[src/rtl/tea_out_skid.sv]
// ----------------------------------------------------------------------------
// TEA output stage
// Output register plus one skid entry; freezes the pipeline while the skid
// entry is occupied.
// ----------------------------------------------------------------------------
module tea_out_skid (
   input  logic        clock,
   input  logic        reset,
   input  logic        in_valid,
   input  logic [63:0] in_data,
   output logic        pipe_go,
   output logic        out_valid,
   input  logic        out_ready,
   output logic [63:0] out_data
);
   logic        out_valid_ff, out_valid_in;
   logic [63:0] out_data_ff, out_data_in;
   logic        skid_valid_ff, skid_valid_in;
   logic [63:0] skid_data_ff, skid_data_in;
   logic        take;

   assign pipe_go = !skid_valid_ff;
   assign take    = pipe_go && in_valid;

   always_comb begin
      out_valid_in  = out_valid_ff;
      out_data_in   = out_data_ff;
      skid_valid_in = skid_valid_ff;
      skid_data_in  = skid_data_ff;
      if (!out_valid_ff || out_ready) begin
         if (skid_valid_ff) begin
            out_valid_in  = 1'b1;
            out_data_in   = skid_data_ff;
            skid_valid_in = 1'b0;
         end else begin
            out_valid_in = take;
            out_data_in  = in_data;
         end
      end else if (take) begin
         skid_valid_in = 1'b1;
         skid_data_in  = in_data;
      end
   end

   always_ff @(posedge clock) begin
      if (reset) begin
         out_valid_ff  <= 1'b0;
         skid_valid_ff <= 1'b0;
      end else begin
         out_valid_ff  <= out_valid_in;
         skid_valid_ff <= skid_valid_in;
      end
   end

   always_ff @(posedge clock) begin
      out_data_ff  <= out_data_in;
      skid_data_ff <= skid_data_in;
   end

   assign out_valid = out_valid_ff;
   assign out_data  = out_data_ff;

endmodule

[config.mk]
export PLATFORM = sky130hd
export DESIGN_NAME = tea_out_skid
export DESIGN_NICKNAME = d
export VERILOG_FILES = /design/src/rtl/tea_out_skid.sv
export SDC_FILE = /design/constraint.sdc
export NUM_CORES = 1
export LEC_CHECK = 0
export ABC_AREA = 1
export BUFFER_PORTS_ARGS = -buffer_cell sky130_fd_sc_hd__clkbuf_2
export CORE_MARGIN = 2
export CORE_UTILIZATION = 50
export DETAILED_ROUTE_END_ITERATION = 6
export GPL_ROUTABILITY_DRIVEN = 0
export HOLD_SLACK_MARGIN = 0.06
export MAX_ROUTING_LAYER = met4
export PLACE_DENSITY = 0.79
export SYNTH_ARGS = -nofsm -noshare
export SYNTH_HDL_FRONTEND = slang
export SYNTH_SLANG_ARGS = --single-unit
[constraint.sdc]
create_clock -name clock -period 6.2 [get_ports clock]
set_input_delay 0 -clock clock [delete_from_list [all_inputs] [get_ports clock]]
set_output_delay 0 -clock clock [all_outputs]
set_load 0.005 [all_outputs]
==> flow_summary.toml <==
[grt]
grt_start_max_net_pins = 68
grt_pass1_wl_um = 14900
grt_pass1_vias = 3242
grt-ovfl-total = 0
antenna_found_initial = 0
grt_use_total = 0.198

[critical_path]
crit_path_top_delay_cell = "inv_2"
cp-start-kind = "flop"
path_delay_family = "buffers and inverters"
required_ns = 6.33
path_class = "flop to flop"
path_cells = "inv_2, nand2_1, nor2_4, buf_4"
cp_num_buf_inv = 2
cp_slowest_stage_delay_ns = 0.99
endpoint_kind = "flop"
arrival_ns = 3.62
cp_max_fo = 67

[logic_synthesis]
yosysSeqAreaShare = 0.821
ys_ff_latch = 130
syn_area_mm2 = 0.00473
syn_nets = 415
yosys.area.top_type = "edfxtp_1"
synthCells = 347
yosysWarnings = 0
postSynthAreaPerCell_um2 = 13.6
synth_cell_type_count = 11
synth_top_area_frac = 0.813
synth.top_cells.by_area = "edfxtp_1, nand2_1, buf_2, dfxtp_1, buf_4"

[clock_network]
cts_tree = "yes"
worstSkewPairLatency_ns = 0.49
post_cts_buffers = 0
cts_made_buffers = 17
clock_sinks = 130
h-tree-depth = 4
ctsRootBufferMaster = "clkbuf_8"
clk_pin_slew_worst_paths_ns = 0.06
ctsHoldBuffers = 69
post_cts_resized = 0
clk_path_buf_depth = 2

[place]
placed_cell_area_mm2 = 0.00548
dpl.cell_count = 578
dp_hpwl_um = 5350
io_buffers = 133

[drt]
routed_via_density = 4.83
detail-route-antenna-nets = 0
routedWlPerCell_um = 14.2
initialDrtViolationCount = 205
drt-total-wl_um = 9610
dr.pass1.iters = 5
vias = 3272
drc = 0

[layout]
final_cell_area_mm2 = 0.00676
instances_no_fill = 678
drive_gt1_frac = 0.298
antenna_cells = 0
fillers = 569
fin_nets = 623
syn_to_final_growth_pct = 43.0

[die]
dieArea_mm2 = 0.0103
start_util = 0.514
die_h_um = 101
fp-row-count = 35
placeableCoreArea_mm2 = 0.00920
num_io_pins = 134
fp.dieW_um = 101

[run]
drv_cap = 0

[power_and_ir_drop]
ir_drop_mv = 0.190
p_leak_nw = 2.96
finalPower_mw = 2.17
cellPowerDensity_mw_per_mm2 = 321

[timing]
tns_ns = 0
hold_viol_final = 0
rsz0062_at_grt = "no"
period_needed_ns = 3.48
final_max_slew_viol_count = 0
fmax_mhz = 287
slew_headroom = 0.212
fin_skew_ns = 0.0108
tightest_slew_ns = 1.18
setup_viol = 0
post-route-period-util = 0.562

[run_status]
outcome = "finished, final reports clean"

[hold_path]
hold_class = "input pin to flop"
[cells by family after synthesis]
group	count (synthesis)	share of synthesized area
AO/OA/AOI/OAI	1	0.00106
AND/OR/NAND/NOR	199	0.158
buffers and inverters	17	0.0196
flip-flops	130	0.821
[through the flow]
step	util	worst slack [ns]	hold WS (ns)
2_1_floorplan	-	1.05	0.0989
3_3_place_gp	0.596	2.82	0.195
3_5_place_dp	0.596	2.72	0.194
4_1_cts	0.736	2.72	0.196
5_1_grt	0.736	2.37	0.219
6_report	0.736	2.72	0.223
[report_power, final]
group	internal (mW)	switching (mW)	total, mW
sequential	1.02	0.0177	1.04
clock	0.616	0.362	0.978
combinational	0.0780	0.0726	0.151
total	1.72	0.453	2.17
[path summary, 6_finish.rpt]
kind	depth (start not counted)	slack [ns]	from	to
max	4	2.72	skid_valid_ff$_SDFFE_PP0P_	skid_data_ff[32]$_DFFE_PP_
max reg2reg	4	2.72	skid_valid_ff$_SDFFE_PP0P_	skid_data_ff[32]$_DFFE_PP_
min	2	0.22	in_data[49]	skid_data_ff[49]$_DFFE_PP_
min reg2reg	2	0.52	skid_data_ff[6]$_DFFE_PP_	out_data[6]$_DFFE_PP_
[metal layers]
| layer | GRT usage | wire (um) |
|---|---|---|
| met1 | 0.226 | 3760 |
| met2 | 0.335 | 5040 |
| met3 | 0.0455 | 565 |
| met4 | 0.0884 | 245 |
| met5 | - | 0 |
[area by class of cell]
type                            count  area [um^2]  share of cell area
Multi-Input combinational cell    200          768               0.114
Timing Repair Buffer              203         1360               0.202
Clock buffer                       17          414              0.0612
Inverter                            3         11.3             0.00166
Sequential cell                   130         3880               0.574
Clock inverter                     14          183              0.0270
Tap cell                          111          139              0.0205
[layout by cell type (no fill, tap or decap)]
cell type,instances
nand3_1,1
bufinv_16,3
nand2_4,1
nor2_1,2
buf_4,1
inv_6,2
clkbuf_2,133
o21ai_0,1
clkinv_4,6
edfxtp_1,128
nor2_4,1
clkbuf_16,16
dfxtp_2,1
clkinvlp_4,3
inv_2,1
nand2_1,194
clkbuf_8,1
dfxtp_1,1
inv_1,2
dlygate4sd3_1,69
[synthesized netlist by cell type (all sizes together)]
cell / n
nor2: 3
o21ai: 1
clkbuf: 1
nand2: 195
inv: 3
edfxtp: 128
nand3: 1
dfxtp: 2
buf: 13
[sequential cells by signal, indices dropped and copies added (netlist names)]
| name | count |
|---|---|
| out_valid | 1 |
| out_data | 64 |
| skid_valid_ff | 1 |
| skid_data_ff | 64 |
(Power assumes the default switching activity.)
