<file path="src/rtl/tea_pkg.sv">
// ----------------------------------------------------------------------------
// TEA package
// Shared types, constants and the round mixing function of the TEA engine.
// ----------------------------------------------------------------------------
package tea_pkg;

   localparam int          TEA_ROUNDS = 32;
   localparam logic [31:0] TEA_DELTA  = 32'h9E3779B9;

   // configuration register indexes
   localparam logic [1:0] KEY0_IDX = 2'd0;
   localparam logic [1:0] KEY1_IDX = 2'd1;
   localparam logic [1:0] KEY2_IDX = 2'd2;
   localparam logic [1:0] KEY3_IDX = 2'd3;

   // request kinds
   localparam logic REQ_ENCRYPT = 1'b0;
   localparam logic REQ_DECRYPT = 1'b1;

   typedef struct packed {
      logic [31:0] k3;
      logic [31:0] k2;
      logic [31:0] k1;
      logic [31:0] k0;
   } key_type;

   typedef struct packed {
      logic        dec;
      logic [31:0] v1;
      logic [31:0] v0;
   } blk_type;

   function automatic logic [31:0] mix_word(input logic [31:0] w, input logic [31:0] sum,
                                            input logic [31:0] ka, input logic [31:0] kb);
      mix_word = ((w << 4) + ka) ^ (w + sum) ^ ((w >> 5) + kb);
   endfunction

endpackage

</file>
<file path="src/rtl/tea_half_round.sv">
// ----------------------------------------------------------------------------
// TEA half-round stage
// One registered half round: updates one of the two words with the mixing
// function of the other. Sum constants are fixed per stage for each direction.
// ----------------------------------------------------------------------------
module tea_half_round #(
   parameter int ROUNDS    = tea_pkg::TEA_ROUNDS,
   parameter int ROUND_IDX = 0,
   parameter bit HALF      = 1'b0
) (
   input  logic             clock,
   input  logic             reset,
   input  logic             enable,
   input  tea_pkg::key_type key,
   input  logic             in_valid,
   input  tea_pkg::blk_type in_blk,
   output logic             out_valid,
   output tea_pkg::blk_type out_blk
);
   import tea_pkg::*;

   localparam logic [63:0] ENC_PROD = 64'(ROUND_IDX + 1) * 64'(TEA_DELTA);
   localparam logic [63:0] DEC_PROD = 64'(ROUNDS - ROUND_IDX) * 64'(TEA_DELTA);
   localparam logic [31:0] ENC_SUM  = ENC_PROD[31:0];
   localparam logic [31:0] DEC_SUM  = DEC_PROD[31:0];

   logic        valid_ff, valid_in;
   blk_type     blk_ff, blk_in;
   logic        upd_v0;
   logic [31:0] sum, src, ka, kb, mix, tgt, res;

   // encrypt: first half updates v0; decrypt: second half updates v0
   always_comb begin
      upd_v0 = (HALF == 1'b0) != (in_blk.dec == REQ_DECRYPT);
      sum    = (in_blk.dec == REQ_DECRYPT) ? DEC_SUM : ENC_SUM;
      src    = upd_v0 ? in_blk.v1 : in_blk.v0;
      tgt    = upd_v0 ? in_blk.v0 : in_blk.v1;
      ka     = upd_v0 ? key.k0 : key.k2;
      kb     = upd_v0 ? key.k1 : key.k3;
      mix    = mix_word(src, sum, ka, kb);
      res    = (in_blk.dec == REQ_DECRYPT) ? tgt - mix : tgt + mix;
      blk_in = in_blk;
      if (upd_v0) begin
         blk_in.v0 = res;
      end else begin
         blk_in.v1 = res;
      end
      valid_in = in_valid;
   end

   always_ff @(posedge clock) begin
      if (reset) begin
         valid_ff <= 1'b0;
      end else if (enable) begin
         valid_ff <= valid_in;
      end
   end

   always_ff @(posedge clock) begin
      if (enable) begin
         blk_ff <= blk_in;
      end
   end

   assign out_valid = valid_ff;
   assign out_blk   = blk_ff;

endmodule

</file>
<file path="config.mk">
export PLATFORM = sky130hd
export DESIGN_NAME = tea_half_round
export DESIGN_NICKNAME = d
export VERILOG_FILES = /design/src/rtl/tea_pkg.sv /design/src/rtl/tea_half_round.sv
export SDC_FILE = /design/constraint.sdc
export NUM_CORES = 1
export LEC_CHECK = 0
export BUFFER_PORTS_ARGS = -buffer_cell sky130_fd_sc_hd__buf_2
export CORE_MARGIN = 4
export CORE_UTILIZATION = 42
export DETAILED_ROUTE_END_ITERATION = 10
export PLACE_DENSITY = 0.68
export SYNTH_ARGS = -nofsm -noshare
export SYNTH_HDL_FRONTEND = slang
export SYNTH_SLANG_ARGS = --single-unit
</file>
<file path="constraint.sdc">
create_clock -name clock -period 12.55 [get_ports clock]
set_input_delay 2.51 -clock clock [delete_from_list [all_inputs] [get_ports clock]]
set_output_delay 2.51 -clock clock [all_outputs]
set_load 0.02 [all_outputs]
</file>
==> impl_results.md, run 1 <==
- GRT met2 Usage: 0.339
- Peak VDD IR: 0.107 mV
- Pwr Density: 202 nW/µm²
- Initial antenna violation count: 5
- Most common cell in the netlist: nand2_1
- Synth top area cells: edfxtp_1, ha_1, xnor2_1
- GRT met1 Usage: 0.351
- Total GRT Usage: 0.227
- Post-Route WL: 35400 µm
- Synth Cell Area: 11400 µm²
- Routed vias: 10800
- Post-Place Cells: 1882
- Number of flops mapped to enable cells by yosys: 65
- Met3 usage: 0.0272
- Seq cells post-synth: 66
- CTS tree: yes
- Final Skew: 0 ns
- DRC viols: 0
- Worst-path clk slew: 0.05 ns
- Synthesis-to-layout area growth: 16.5%
- Clock sink count: 66
- Setup TNS: 0 ns
- RSZ-0062 raised after global routing: no
- Max-slew violations: 0
- HP Class: flop to flop
- Total CTS buffers: 9
- Largest net degree at the start of global routing: 109
- Post-synth top area share: 0.172
- Post-route cell area: 13200 µm²
- LEAKAGE: 5.99 nW
- Clk root buf: clkbuf_16
- Post-DP Area: 12900 µm²
- Maximum clock insertion buffer count: 2
- Status: finished clean
- Chain of cells forming the critical path: clkbuf_8 > buf_4 > buf_4 > o21ai_0 > ha_1 > nand2_1 > nor2_1 > nand2_1 > o211ai_2 > xnor3_1 > xnor2_1 > nor4b_4 > nand2_1 > nor3_1 > o21ai_0 > xnor2_1 > ha_1 > and3_1 > a221o_1 > a311oi_1 > o21ai_0 > a31oi_1 > xnor2_1 > mux2_2
- Post-synth top area cell: edfxtp_1
- Synth Warn #: 0
- CP max-delay cell: buf_4
- Register area share after synthesis: 0.174
- CTS Hold Buffers Added: 0
- # rows: 59
- Count of cells resized by post-cts repair: 0
- Synthesized net count: 1615
- Initial core utilization: 0.431
- Critical Path AT: 10.00 ns
- CP Max Fanout: 108
- Hpwl dp: 29300 µm
- Number of global-route vias before repair: 9998
- Max Cap Viol: 0
- Placer Congestion: 0.905
- I/O pin cnt: 263
- Nets: 1853
- # Post-CTS Setup Buffers: 0
- Synth Area per Inst: 8.60 µm²
- Setup violations, final: 0
- Vias per cell: 5.68
- F_max: 101 MHz
- WS Path Type: input port to flop
- Crit path largest cell delay: 0.65 ns
- Final ANT Viol Nets: 0
- Clk_lat worst skew: 0.32 ns
- Fin crit share: 0.791
- Non-Filler Instances: 1903
- Drt first pass iters: 5
- Mapped Cells: 1320
- CP required: 12.63 ns
- Final min period: 9.93 ns
- Reg2Reg Setup Slack: 11.97 ns
- Worst Setup Start Kind: input port
- Grt ovf: 0
- Share of post-route cells with drive strength above 1: 0.284
- DRT iter0 DRCs: 1061
- Post-synth top flop: edfxtp_1
- Fraction of registers with async set/reset: 0
- Yosys cell types: 109
- GR peak layer: met1
- Die Wd: 172 µm
- Core ar.: 26400 µm²
- Final Hold Vio Count: 0
- Top cells by count, synth: nand2_1, xnor2_1, a21oi_1
- WL per Instance: 18.6 µm
- Max-Slew Margin vs Limit: 0.367
- # port buffers: 262
- Critical Path End Type: flop
- Die area: 29700 µm²
- Worst-margin pin slew: 0.939 ns
- Post-Route Utilization: 0.502
- Htree depth: 3
- Die Ht: 172 µm
- First-pass GRT wire length: 53900 µm
[final timing paths]
kind	startpoint	end	cells past startpoint
max	in_blk[64]	out_blk[30]	24
min	out_valid	out_valid	2
max reg2reg	out_valid	out_valid	2
min reg2reg	out_valid	out_valid	2
[critical path: cells and delay by family]
kind                     cells  cell delay [ns]
multiplexers                 1             0.27
buffers and inverters        3             1.86
adder cells (fa/ha/maj)      2             0.87
AO/OA/AOI/OAI                7             2.10
XOR/XNOR                     4             1.01
AND/OR/NAND/NOR              7             1.29
[through the flow]
step | total power, mW | hold WS (ns) | setup slack (ns)
after global routing | 2.90 | 0.559 | 2.15
after detailed placement | 2.40 | 0.503 | 2.52
after floorplan | 1.97 | 0.579 | 2.79
after CTS | 2.66 | 0.515 | 2.84
after global placement | 2.38 | 0.469 | 2.56
final | 2.68 | 0.508 | 2.62
[state kept, by name, indices dropped and copies added (netlist names)]
register   count
out_blk       65
out_valid      1
[final cells by class]
class,count,area (µm²)
multi-input cells,1167,9000
clock buffers,11,233
flip-flops and latches,66,1970
clock inverters,5,55.1
well taps,335,419
diodes,5,12.5
inverters,47,176
repair buffers,267,1360
fillers,2470,13100
[metal layers]
layer / part of all wire / vias up
met1: 0.49 / 5008
li1: - / 5338
met5: 0 / -
met3: 0.076 / 30
met2: 0.42 / 430
met4: 0.011 / 0
[logic make-up (layout without fill, tap and decap cells)]
family                     after synthesis  count (layout)  share of synthesized area
adders and majority gates               98              98                      0.110
muxes                                  109             109                      0.108
buffers and inverters                   87             330                     0.0334
AOI/OAI and AO/OA                      381             381                      0.229
xor gates and xnor gates               197             197                      0.174
DFF                                     66              66                      0.174
and+or+nand+nor                        382             382                      0.172
other                                    0               5                          0
[placed cells by master, fill, tap and decap left out, types with 6 or more instances in the layout]
master	Yosys	layout
inv_1	46	45
o21a_1	12	12
o211ai_1	12	12
edfxtp_1	65	65
nor3_1	20	20
a31o_2	6	6
o21ai_0	70	70
nand2_1	154	154
and2_1	9	9
ha_1	95	95
a21o_1	49	49
xor2_1	43	43
mux2_2	100	100
and3_1	13	13
a21oi_1	106	106
buf_2	3	261
a31oi_1	24	24
a21bo_2	7	7
nor2_1	81	81
mux2i_1	7	7
clkbuf_16	0	9
xnor3_1	10	10
xnor2_1	134	134
nand3_1	16	16
nand2b_1	13	13
nor2b_1	23	23
xnor2_2	6	6
a21boi_0	6	6
o21ai_1	6	6
o21bai_1	8	8
[report_power, final]
part	switching (mW)	internal (mW)	total (mW)	leakage [nW]
logic	1.15	0.867	2.02	5.21
registers	0.0212	0.392	0.414	0.643
clock network	0.0893	0.153	0.242	0.136
total	1.26	1.41	2.68	5.99
Power figures use the tool's default switching activity.
==> run 2: changes to the inputs <==
- PLACE_DENSITY: 0.68 -> 0.7
- clock period: 12.55 -> 8.9 ns (I/O delays scaled with it)
==> run 2 against run 1 <==
  * Largest power group unchanged
  * Critical endpoint unchanged
  * Non-clock buffer count is 16 higher
  * Die area stayed put
  * Power increased by 44%
  * Via count up 1.9%
  * Clock-buffer cell count fell by 1
  * Utilization increased by 0.68 points
  * Final cell count increased by 1.1%
  * Largest cell class unchanged
==> impl_results.md, run 2 (synthesis gave the netlist of run 1 again) <==
- Drt first pass iters: 6 (was 5)
- Multi-input gate area: 9000 µm² (unchanged)
- Dpl ws: 0.464 ns (was 2.52 ns)
- Count of cells resized by post-cts repair: 0 (unchanged)
- Core ar.: 26400 µm² (unchanged)
- Max-Slew Margin vs Limit: 0.440 (was 0.367)
- Final Skew: 0 ns (unchanged)
- Final critical-path setup slack: 0.645 ns (was 2.62 ns)
- CP required: 8.98 ns (was 12.63 ns)
- Setup TNS: 0 ns (unchanged)
- Max Cap Viol: 0 (unchanged)
- Critical Path End Type: flop (unchanged)
- CTS tree: yes (unchanged)
- Hpwl dp: 30400 µm (was 29300 µm)
- HP Class: flop to flop (unchanged)
- # Post-CTS Setup Buffers: 0 (unchanged)
- Htree depth: 3 (unchanged)
- Reg-to-Reg End: out_valid (unchanged)
- Most common cell after layout, fill and taps aside: buf_2 (unchanged)
- Buffers plus inverters on the worst setup path: 2 (was 3)
- Total CTS buffers: 9 (unchanged)
- Fin crit share: 0.928
- Status: finished clean (unchanged)
- Final min period: 8.26 ns
- Die area: 29700 µm² (unchanged)
- Final Hold Vio Count: 0 (unchanged)
- WP depth: 25 (was 24)
- Reg2Reg Setup Slack: 8.32 ns (was 11.97 ns)
- Filler Cell Count: 2452 (was 2470)
- CTS Hold Buffers Added: 0 (unchanged)
- Grt ovf: 0 (unchanged)
- Crit path largest cell delay: 0.52 ns (was 0.65 ns)
- Largest register FFs: 65 (unchanged)
- Post-route cell area: 13400 µm² (was 13200 µm²)
- Pwr Density: 287 nW/µm² (was 202 nW/µm²)
- Worst setup path start: in_blk[64] (unchanged)
- Worst-margin pin slew: 0.840 ns (was 0.939 ns)
- R2R cell count: 2 (unchanged)
- Initial core utilization: 0.431 (unchanged)
- Peak VDD IR: 0.132 mV (was 0.107 mV)
- DRT iter0 DRCs: 1247 (was 1061)
- CP max-delay cell: xnor3_1 (was buf_4)
- R2r startpoint: out_valid (unchanged)
- Final ANT Viol Nets: 0 (unchanged)
- DRC viols: 0 (unchanged)
- WS Path Type: input port to flop (unchanged)
- Clk_lat worst skew: 0.32 ns (about the same)
- Largest net degree at the start of global routing: 85 (was 109)
- F_max: 121 MHz
- Register Area: 1970 µm² (unchanged)
- Hold_ws: 0.496 ns (was 0.508 ns)
- Setup violations, final: 0 (unchanged)
- LEAKAGE: 6.09 nW (was 5.99 nW)
- Post-DP Area: 13100 µm² (was 12900 µm²)
- Most frequent cells in the layout: buf_2, nand2_1, xnor2_1, a21oi_1, mux2_2 (unchanged)
- Number of global-route vias before repair: 10100 (was 9998)
- I/O pin cnt: 263 (unchanged)
- RSZ-0062 raised after global routing: no (unchanged)
- WL per Instance: 18.9 µm (was 18.6 µm)
- Placer Congestion: 0.916 (was 0.905)
- Critical Path AT: 8.34 ns (was 10.00 ns)
- Post-Route WL: 36300 µm (was 35400 µm)
- Crit path to: out_blk[30] (unchanged)
- CP Max Fanout: 53 (was 108)
- Nets: 1869 (was 1853)
- Clk root buf: clkbuf_16 (unchanged)
- Initial antenna violation count: 10 (was 5)
- Top delay family on crit path: compound AO/OA/AOI/OAI gates (unchanged)
- Most frequent cell on the critical path: a21o_1
- Vias per cell: 5.72 (was 5.68)
- Pwr Total: 3.84 mW (was 2.68 mW)
- Worst-path clk slew: 0.06 ns (was 0.05 ns)
- Clock sink count: 66 (unchanged)
- Die Wd: 172 µm (unchanged)
- First-pass GRT wire length: 54600 µm (was 53900 µm)
- Synthesis-to-layout area growth: 18.1% (was 16.5%)
- Max-slew violations: 0 (unchanged)
- Share of post-route cells with drive strength above 1: 0.291 (was 0.284)
- # port buffers: 262 (unchanged)
- Worst Setup Start Kind: input port (unchanged)
- Die Ht: 172 µm (unchanged)
- Maximum clock insertion buffer count: 2 (unchanged)
- # rows: 59 (unchanged)
- Routed vias: 11000 (was 10800)
- Total GRT Usage: 0.232 (was 0.227)
==> run 2: where the power goes <==
part	switching, mW	internal [mW]
Sequential	0.0315	0.553
Clock	0.127	0.243
Combinational	1.65	1.24
Total	1.81	2.04
==> run 2: per-layer routing <==
layer  up-vias  share of wire  wire (µm)  global-route usage
met3        45          0.074       2690              0.0254
met4         0          0.016        582              0.0643
met1      5118           0.49      17700               0.359
met5         -              0          0                   0
li1       5374              -          -                   -
met2       469           0.42      15300               0.339
==> run 2: worst min path at each step <==
stage	depth (start not counted)	to	from	slack (ns)
detailed placement	2	out_valid	out_valid	0.49
global placement	2	out_valid	out_valid	0.47
global route	2	out_valid	out_valid	0.57
finish	2	out_valid	out_valid	0.50
floorplan	2	out_valid	out_valid	0.58
CTS	2	out_valid	out_valid	0.50
==> run 2: worst min-delay path: cells and delay by family, from the launching register on <==
| kind | cells | cell delay (ns) |
|---|---|---|
| flip-flops | 1 | 0.32 |
| multiplexers | 1 | 0.06 |
| AND/OR/NAND/NOR | 1 | 0.08 |
==> run 2: area by class of cell <==
type,count,share of cell area
clock buffer,10,0.0171
inverter,47,0.0132
tap,335,0.0313
sequential,66,0.147
clock inverter,6,0.00607
antenna,10,0.00187
timing repair buffer,283,0.112
multi-input combinational,1167,0.671
==> run 2: metrics by stage <==
stage	util	cells
2_1_floorplan	-	1320
3_3_place_gp	0.496	1898
3_5_place_dp	0.496	1898
4_1_cts	0.508	1914
5_1_grt	0.509	1924
6_report	0.509	1924
==> run 3: changes to the inputs <==
- ABC_AREA: not set -> 1
- PLACE_DENSITY: 0.7 -> 0.69
==> run 3 against run 2 <==
  * First-iteration DRC count is 4.7% higher
  * Sequential share of layout area is 1.8 points lower
  * Via count is 41% higher
  * Sequential cell count unchanged
  * Clock-buffer cell count increased by 1
  * Power decreased by 20%
  * Combinational power is 25% lower
  * Critical endpoint is now out_blk[58]
  * Largest power group unchanged
  * Highest routed layer unchanged
==> impl_results.md, run 3 <==
- CTS Hold Buffers Added: 0 (unchanged)
- Post-synth top area share: 0.272 (was 0.172)
- Synth top area cells: nand2_1, edfxtp_1, ha_1 (was edfxtp_1, ha_1, xnor2_1)
- Reg2Reg Setup Slack: 8.29 ns (was 8.32 ns)
- Drt first pass iters: 5 (was 6)
- Placer Congestion: 1.01 (was 0.916)
- Hold depth: 2 (unchanged)
- Seq cells post-synth: 66 (unchanged)
- WS Path Type: input port to flop (unchanged)
- Initial antenna violation count: 1 (was 10)
- HP Class: flop to flop (unchanged)
- Fin crit share: 0.873 (was 0.928)
- Multi-input gate area: 9960 µm² (was 9000 µm²)
- Total GRT Usage: 0.276 (was 0.232)
- Synth Warn #: 0 (unchanged)
- Peak VDD IR: 0.0934 mV (was 0.132 mV)
- Clk root buf: clkbuf_16 (unchanged)
- CP Max Fanout: 63 (was 53)
- CTS tree: yes (unchanged)
- Post-DP Area: 15000 µm² (was 13100 µm²)
- Fraction of registers with async set/reset: 0 (unchanged)
- Most common cell after layout, fill and taps aside: nand2_1 (was buf_2)
- Most common cell in the netlist: nand2_1 (unchanged)
- Synthesized net count: 2627 (was 1615)
- Maximum clock insertion buffer count: 2 (unchanged)
- WL per Instance: 16.5 µm (was 18.9 µm)
- Largest register FFs: 65 (unchanged)
- Non-Filler Instances: 2981 (was 1924)
- Share of post-route cells with drive strength above 1: 0.156 (was 0.291)
- Post-synth top flop: edfxtp_1 (unchanged)
- Critical Path End Type: flop (unchanged)
- Number of flops mapped to enable cells by yosys: 65 (unchanged)
- CP required: 9.00 ns (was 8.98 ns)
- Post-route cell area: 15300 µm² (was 13400 µm²)
- Post-Place Cells: 2964 (was 1898)
- Synth Area per Inst: 5.68 µm² (was 8.60 µm²)
- Die area: 34400 µm² (was 29700 µm²)
- Core ar.: 30800 µm² (was 26400 µm²)
- Setup violations, final: 0 (unchanged)
- # Post-CTS Setup Buffers: 0 (unchanged)
- Max Cap Viol: 0 (unchanged)
- Worst-path clk slew: 0.06 ns (about the same)
- Setup TNS: 0 ns (unchanged)
- Final min period: 7.77 ns (was 8.26 ns)
- Yosys cell types: 53 (was 109)
- Routed vias: 15600 (was 11000)
- # port buffers: 262 (unchanged)
- RSZ-0062 raised after global routing: no (unchanged)
- Final ANT Viol Nets: 0 (unchanged)
- Initial core utilization: 0.430 (was 0.431)
- Final Hold Vio Count: 0 (unchanged)
- Pwr Density: 200 nW/µm² (was 287 nW/µm²)
- Top cells by count, synth: nand2_1, inv_1, nand3_1 (was nand2_1, xnor2_1, a21oi_1)
- Clock sink count: 66 (unchanged)
- First-pass GRT wire length: 74600 µm (was 54600 µm)
- Number of global-route vias before repair: 14400 (was 10100)
- Filler Cell Count: 3299 (was 2452)
- Hpwl dp: 42800 µm (was 30400 µm)
- Synth Cell Area: 13200 µm² (was 11400 µm²)
- DRT iter0 DRCs: 1306 (was 1247)
- Critical Path AT: 7.86 ns (was 8.34 ns)
- I/O pin cnt: 263 (unchanged)
- Final critical-path setup slack: 1.13 ns (was 0.645 ns)
- Mapped Cells: 2332 (was 1320)
- Register Area: 1970 µm² (unchanged)
- Worst Setup Start Kind: input port (unchanged)
- Max-slew violations: 0 (unchanged)
- Dpl ws: 0.920 ns (was 0.464 ns)
- # rows: 64 (was 59)
- Synthesis-to-layout area growth: 15.4% (was 18.1%)
- Die Wd: 186 µm (was 172 µm)
- Nets: 2874 (was 1869)
- Post-synth top area cell: nand2_1 (was edfxtp_1)
- Max-Slew Margin vs Limit: 0.255 (was 0.440)
- LEAKAGE: 8.73 nW (was 6.09 nW)
- Post-Route Utilization: 0.496 (was 0.509)
- Largest net degree at the start of global routing: 67 (was 85)
- Count of cells resized by post-cts repair: 0 (unchanged)
- DRC viols: 0 (unchanged)
- Status: finished clean (unchanged)
- Hold_ws: 0.513 ns (was 0.496 ns)
- Die Ht: 186 µm (was 172 µm)
- Final Skew: 0 ns (unchanged)
- Htree depth: 3 (unchanged)
- Grt ovf: 0 (unchanged)
- Worst-margin pin slew: 1.11 ns (was 0.840 ns)
- Pwr Total: 3.06 mW (was 3.84 mW)
- Post-Route WL: 49200 µm (was 36300 µm)
- R2R cell count: 2 (unchanged)
- F_max: 129 MHz (was 121 MHz)
- Vias per cell: 5.22 (was 5.72)
- Clk_lat worst skew: 0.34 ns (was 0.32 ns)
- Most frequent cells in the layout: nand2_1, inv_1, buf_2, nand3_1, nor2_1 (was buf_2, nand2_1, xnor2_1, a21oi_1, mux2_2)
- Total CTS buffers: 9 (unchanged)
- Register area share after synthesis: 0.149 (was 0.174)
## run 3: changes by cell type after synthesis, sizes merged, moves of 24 or more
cell / previous run / this run
inv: 46 / 287
o21ai: 77 / 131
nand4: 4 / 35
a21o: 49 / 10
xnor2: 141 / 42
mux2: 101 / 0
nor2: 81 / 174
nand3: 16 / 170
nor2b: 24 / 0
nand2: 154 / 1006
## run 3: kinds of logic (layout without fill, tap and decap cells)
logic type	after synthesis	count (layout)	synth area share
AND/OR/NAND/NOR	1437	1437	0.462
adder cells (fa/ha/maj)	98	98	0.0943
buffers and inverters	331	583	0.0987
multiplexers	2	2	0.00151
flip-flops	66	66	0.149
XOR/XNOR	103	103	0.0697
other	0	1	0
AO/OA/AOI/OAI	295	295	0.125
## run 3: cell type report
class,instances,share of cell area
antenna,1,0.000164
clock buffer,11,0.0152
clock inverter,5,0.00516
inverter,289,0.0713
multi-input combinational,1935,0.652
sequential,66,0.129
tap,396,0.0324
timing repair buffer,278,0.0949
## run 3: metal layers
| layer | vias to the layer above | track usage | routed length (µm) |
|---|---|---|---|
| met4 | 0 | 0.0606 | 839 |
| met3 | 43 | 0.0195 | 3640 |
| li1 | 7984 | - | - |
| met5 | - | 0 | 0 |
| met1 | 6923 | 0.394 | 22600 |
| met2 | 600 | 0.459 | 22100 |
## run 3: report_power, final
part / leakage, nW / switching (mW) / internal (mW)
clock network: 0.153 / 0.134 / 0.245
logic: 7.93 / 1.44 / 0.745
registers: 0.642 / 0.0203 / 0.481
## run 3: final timing paths
path | from | to
max | in_blk[64] | out_blk[58]
min reg2reg | out_valid | out_valid
min | out_valid | out_valid
max reg2reg | out_valid | out_valid
## run 3: critical path, cell delays in order
cell and delay, ns:
buf_6 0.37, inv_6 0.27, buf_12 0.27, nand2_1 0.10, nand2_1 0.21, ha_1 0.44, nand2_1 0.13, nor2_1 0.14
nand2_1 0.13, o211ai_1 0.45, xor2_1 0.32, nand3b_1 0.15, nand2_1 0.15, nor2_1 0.21, nand3_2 0.13, nand2_1 0.09
xor2_1 0.23, ha_1 0.33, a21oi_1 0.15, inv_1 0.07, a31oi_1 0.20, a21boi_0 0.36, o21ai_0 0.26, a21oi_1 0.28
o21ai_0 0.16, or2_2 0.31, nand3_1 0.07, nand2_1 0.07
